### src/design/assert_macros.svh
// Assertion macros for the design files; the top level includes them.
`ifndef ASSERT_MACROS_SVH
`define ASSERT_MACROS_SVH
// Checks a property at every rising clock edge outside reset.
`define ASSERT_SYNC(lbl, prop, msg) \
   lbl: assert property (@(posedge clock) disable iff (reset) (prop)) else $error(msg);
// Checks a property at every rising clock edge, reset included.
`define ASSERT_ALWAYS(lbl, prop, msg) \
   lbl: assert property (@(posedge clock) (prop)) else $error(msg);
`endif

### src/design/mvd_pkg.sv
// Types, codes and index arithmetic for the mesh vertex deduplicator.
package mvd_pkg;

   localparam int unsigned CFG_WIDTH = 23;
   localparam int unsigned IDX_WIDTH = 24;

   typedef enum logic {
      REG_NUM_POSITIONS = 1'b0,
      REG_NUM_TEXCOORDS = 1'b1
   } csr_index_type;

   typedef struct packed {
      logic [15:0]        group_id;
      logic signed [23:0] pos_a;
      logic signed [23:0] pos_b;
      logic signed [23:0] pos_c;
      logic signed [23:0] tex_a;
      logic signed [23:0] tex_b;
      logic signed [23:0] tex_c;
   } req_word_type;

   typedef struct packed {
      logic [23:0]        out_vertex;
      logic               is_new;
      logic [22:0]        src_position;
      logic signed [23:0] src_texcoord;
      logic               overflow;
      logic               last_of_face;
   } rsp_word_type;

   typedef struct packed {
      logic        valid;
      logic        hit;
      logic [22:0] pkey;
      logic [23:0] tkey;
      logic [23:0] vnum;
   } query_type;

   typedef struct packed {
      logic        en;
      logic [22:0] pkey;
      logic [23:0] tkey;
      logic [23:0] vnum;
   } entry_write_type;

   // A negative index counts back from the total: total + idx + 1.
   function automatic logic [24:0] resolve_index(logic [23:0] idx, logic [22:0] total);
      logic [24:0] r;
      if (idx[23]) begin
         r = {2'b00, total} + {idx[23], idx} + 25'd1;
      end else begin
         r = {1'b0, idx};
      end
      return r;
   endfunction

endpackage

### src/design/mvd_cell.sv
// One cache entry of the search chain; the query moves one cell per cycle.
module mvd_cell #(
   parameter int unsigned CACHE_DEPTH = 1024,
   parameter int unsigned CELL_INDEX  = 0
) (
   input  logic                             clock,
   input  logic                             reset,
   input  logic                             use_tex,
   input  logic [$clog2(CACHE_DEPTH+1)-1:0] entry_count,
   input  logic [$clog2(CACHE_DEPTH)-1:0]   write_index,
   input  mvd_pkg::entry_write_type         write_bus,
   input  mvd_pkg::query_type               query_in,
   output mvd_pkg::query_type               query_out
);
   import mvd_pkg::*;

   localparam int unsigned CW = $clog2(CACHE_DEPTH + 1);
   localparam int unsigned AW = $clog2(CACHE_DEPTH);

   logic [22:0] pos_ff;
   logic [23:0] tex_ff;
   logic [23:0] vnum_ff;
   query_type   query_ff;
   query_type   query_in_q;
   logic        match;

   always_ff @(posedge clock) begin
      if (write_bus.en && write_index == AW'(CELL_INDEX)) begin
         pos_ff  <= write_bus.pkey;
         tex_ff  <= write_bus.tkey;
         vnum_ff <= write_bus.vnum;
      end
   end

   always_comb begin
      match = query_in.valid && !query_in.hit && (CW'(CELL_INDEX) < entry_count)
              && query_in.pkey == pos_ff && (!use_tex || query_in.tkey == tex_ff);
      query_in_q = query_in;
      if (match) begin
         query_in_q.hit  = 1'b1;
         query_in_q.vnum = vnum_ff;
      end
   end

   always_ff @(posedge clock) begin
      if (reset) begin
         query_ff <= '0;
      end else begin
         query_ff <= query_in_q;
      end
   end

   assign query_out = query_ff;

endmodule

### config.mk
export PLATFORM = sky130hd
export DESIGN_NAME = mvd_cell
export DESIGN_NICKNAME = d
export VERILOG_FILES = /design/src/design/assert_macros.svh /design/src/design/mvd_pkg.sv /design/src/design/mvd_cell.sv
export SDC_FILE = /design/constraint.sdc
export NUM_CORES = 1
export LEC_CHECK = 0
export BUFFER_PORTS_ARGS = -buffer_cell sky130_fd_sc_hd__buf_2
export CAP_MARGIN = 20
export CORE_ASPECT_RATIO = 1.25
export CORE_MARGIN = 3
export CORE_UTILIZATION = 49
export DETAILED_ROUTE_END_ITERATION = 8
export GPL_ROUTABILITY_DRIVEN = 1
export MAX_ROUTING_LAYER = met4
export PLACE_DENSITY = 0.84
export SLEW_MARGIN = 25
export SYNTH_ARGS = -nofsm -noshare
export SYNTH_HDL_FRONTEND = slang
export SYNTH_SLANG_ARGS = --single-unit
export TNS_END_PERCENT = 10
### constraint.sdc
create_clock -name clock -period 19.25 [get_ports clock]
set_input_delay 1.925 -clock clock [delete_from_list [all_inputs] [get_ports clock]]
set_output_delay 1.925 -clock clock [all_outputs]
set_load 0.03 [all_outputs]
# Yosys cells after proc, flatten, opt, wreduce, memory -nomap -nowiden
# Cells that the tools add are included.
dict set report totals {
  ff_bits 144
  inputBits 169
  out_inout_bits 73
  wordCells 22
}
dict set report classes {
  magnitude_cmp 1
  eq_ne 2
  mux 2
  reduce_logical 9
}
# operator count
set ops {}
lappend ops {{equality test 24 bit} 1}
lappend ops {{two-way mux 24 bit} 1}
lappend ops {{equality test 23 bit} 1}
lappend ops {{< comparator 1 x 11 -> 1 bit (first input constant)} 1}
lappend ops {{logical NOT 10 bit} 1}
lappend ops {{logical AND 1 bit} 5}
lappend ops {{logical NOT 1 bit} 2}
lappend ops {{logical OR 1 bit} 1}
lappend ops {{two-way mux 1 bit} 1}

# Depth between registers and ports, before layout
dict set report depth {
  depth_word 6
  depth_mapped 7
  depth_no_buf 6
}

# Worst setup path before layout
# Ideal clock, no wire load.
dict set report synth_path {
  path_kind {input to register}
  start {in write_index[2]}
  end {reg pos_ff[0], enable pin}
  setup_time_ns 0.683
  t_arrival_ns 8.995
  required_time_ns 18.567
  slack_ns 9.572
  path_stages 3
  path_buffers 0
  path_cell_list {nor4b_1 nand2_1 nor4_1}
}
dict set report synth_via {
  elab_chain_cells 2
}
# element line
set synth_rtl {}
lappend synth_rtl {{start, declared} mvd_cell.sv:10} ;# input logic [$clog2(CACHE_DEPTH)-1:0] write_index,
lappend synth_rtl {{logical NOT 10 bit} mvd_cell.sv:28} ;# if (write_bus.en && write_index == AW'(CELL_INDEX)) begin
lappend synth_rtl {{logical AND 1 bit} mvd_cell.sv:28}
lappend synth_rtl {{end signal, assigned} mvd_cell.sv:29} ;# pos_ff <= write_bus.pkey;
lappend synth_rtl {{end, declared} mvd_cell.sv:20} ;# logic [22:0] pos_ff;
# No other way between the ends.
# A chain may end at the register's enable or synchronous reset.

# Worst setup path after layout
dict set report layout_path {
  start {in query_in[24] (netlist name)}
  end {reg query_ff (netlist bit query_out[9])}
}
dict set report layout_via {
  elab_chain_cells 4
}
# element line
set layout_rtl {}
lappend layout_rtl {{start, declared} mvd_cell.sv:12} ;# input mvd_pkg::query_type query_in,
lappend layout_rtl {{equality test 24 bit} mvd_cell.sv:37} ;# && query_in.pkey == pos_ff && (!use_tex || query_in.tkey == tex_ff);
lappend layout_rtl {{logical OR 1 bit} mvd_cell.sv:37}
lappend layout_rtl {{logical AND 1 bit} mvd_cell.sv:37}
lappend layout_rtl {{two-way mux 24 bit} mvd_cell.sv:39} ;# if (match) begin
lappend layout_rtl {{end signal, assigned} mvd_cell.sv:49} ;# query_ff <= query_in_q;
lappend layout_rtl {{end, declared} mvd_cell.sv:23} ;# query_type query_ff;
# No other way between the ends.

==> qor.yml <==
worstMarginPinSlew_ps: 817
yosysTopAreaCell: "edfxtp_1"
ant_nets: 0
coreArea_um2: 10100
cpMaxStageDelayCell: "a21oi_4"
critPathLaunchType: "input port"
crit_family: "simple AND/OR/NAND/NOR gates"
crit_chain: "buf_2 -> xnor2_1 -> nand4_1 -> nor4_1 -> nand3_1 -> a21oi_4 -> buf_8 -> mux2i_1"
io_buffers: 241
slew_viol_final: 0
clock_latency_ps: 410
h-tree-depth: 4
grt_pass1_vias: 3574
syn_inst: 350
grtUsageTotal: 0.214
met2_length_mm: 6.43
cp.arrival_ps: 3950
fp-row-count: 41
synth_fp_nets: 519
drc_errors: 0
hold_viol: 0
reg2reg_slack_ps: 16840
synth-seq-cells: 144
area_growth_pct: 38.6
viasPerCell: 4.71
final.min_clock_period_ps: 3620
grt_max_degree: 98
grt_pass1_wl_mm: 18.2
synth-seq-area-share: 0.706
cts_hold_buffers: 0
clk_path_buf_depth: 2
grt_overflow: 0
cts_tree: "built"
status: "complete, no violations"
dieWidth_um: 97.2
peakVddDrop_v: 0.0000662
antenna_cells: 0
n_fill_cell: 707
worstHoldStart: "vnum_ff[15]"
synth_edf_count: 71
synth_ff_type: "dfxtp_1"
period_share: 0.188
cts.reportedPaths.clkPinSlew_ps: 60
path_class: "in2reg"
dr.pass1.iters: 4
async_flop_share: 0
cap_violations: 0
hold_ws_ps: 513
p_leak_nw: 3.00
min_path_cells: 2
ys_top_cells_by_count: "dfxtp_1, edfxtp_1, nor2b_1"
setup_violations: 0
finalClockSkew_ps: 10.1
cp.buffers_inverters: 2
clock_sinks: 144
hp-class: "reg2reg"
cp.required_ps: 19580
dr_wl_met3_um: 965
wirelength_mm: 12.0
yosys-top-cells-area: "edfxtp_1, dfxtp_1, nor2b_1, nand2b_1, xnor2_1"
slew_headroom: 0.455
setup_tns_ps: 0
initial_utilization: 0.504
r2r_cells: 7
syn-cell-area_um2: 5090
r2r_end: "query_out[9]"
synth_most_common_cell: "dfxtp_1"
worstReg2RegStart: "tex_ff[0]"
antenna_found_initial: 0
die_height_um: 120
cts_root_buf: "clkbuf_16"
worst_setup_path_end_kind: "flip-flop"
vias: 3504
avgRoutedWirePerCell_um: 16.1
path_max_fanout: 14
cts_inserted_buffers: 17
synth_area_per_cell_um2: 14.5
yosysUniqueCellTypes: 17
cts_resized: 0
total_power_mw: 0.732
dieArea_um2: 11700
min_to: "query_out[15]"
rsz0062_at_grt: "false"
yosysTopAreaCellShare: 0.419
yosys_warnings: 0
wl_met1_mm: 4.32
slowest_delay_ps: 560
drive_gt1_frac: 0.447
place_congestion: 0.833
cts_setup_buffers: 0
max_freq_mhz: 276
powerDensity_nw_per_um2: 104
first_iter_violations: 131
fin_nets: 771
pin_count: 242
dp_hpwl_mm: 9.12
top_layer: "met4"
-- area by class of cell --
| type | instances | area (um2) | area share |
|---|---|---|---|
| well taps | 129 | 161 | 0.0229 |
| multi-input cells | 194 | 1440 | 0.204 |
| flip-flops and latches | 144 | 3590 | 0.509 |
| repair buffers | 245 | 1240 | 0.176 |
| clock buffers | 20 | 458 | 0.0649 |
| clock inverters | 12 | 164 | 0.0232 |
-- cells by family (layout without fill, tap and decap cells) --
kind of cell	count (synthesis)	after routing	share of synthesized area
mux	24	24	0.0472
buf+inv	12	277	0.0133
simple gates	121	121	0.148
compound gates	2	2	0.00516
flops	144	144	0.706
xor+xnor	47	47	0.0808
-- worst max path at each step --
stage | start | to | slack, ps | depth (start not counted)
5_1_grt | query_in[24] | query_out[2] | 15430 | 8
4_1_cts | query_in[41] | query_out[9] | 15480 | 7
2_1_floorplan | write_index[2] | pos_ff[0] | 9570 | 3
6_report | query_in[24] | query_out[9] | 15630 | 8
3_3_place_gp | query_in[41] | query_out[22] | 15110 | 7
3_5_place_dp | query_in[41] | query_out[8] | 15060 | 7
-- routing by layer --
layer  vias up  GRT usage
li1       1698          -
met4         0     0.0948
met3        23     0.0756
met1      1606      0.224
met2       177      0.363
met5         -          -
-- worst reg2reg max path: cells and delay by family, from the launching register on --
kind	cells	cell delay [ps]
compound gates	1	560
xor+xnor	1	170
buf+inv	1	250
flops	1	390
mux	1	220
simple gates	3	720
-- state kept, by name, summed over array words and instances (netlist names) --
signal	cells
pos_ff	23
vnum_ff	24
tex_ff	24
query_out	73
-- report_power, final --
part | internal (mW) | leakage (nW) | switching (mW) | total (mW)
logic | 0.0264 | 1.45 | 0.0350 | 0.0613
clock network | 0.223 | 0.304 | 0.116 | 0.339
registers | 0.330 | 1.25 | 0.00192 | 0.331
-- cells in the final DEF, fill, tap and decap left out, drive strengths merged, types with 2 or more instances in the layout --
master and count:
buf 245, bufinv 4, clkbuf 20, clkinv 7, dfxtp 73, edfxtp 71
mux2i 24, nand2b 48, nand3 2, nand4 9, nor2b 49, nor4 10
xnor2 31, xor2 16
-- per-stage QoR --
stage           util  worst slack [ps]  cells  area [um2]
2_1_floorplan      -              9570    350        5090
3_3_place_gp   0.635             15110    711        6420
3_5_place_dp   0.635             15060    711        6420
4_1_cts        0.697             15480    743        7040
5_1_grt        0.698             15430    744        7060
6_report       0.698             15630    744        7060
Power figures use the tool's default switching activity.
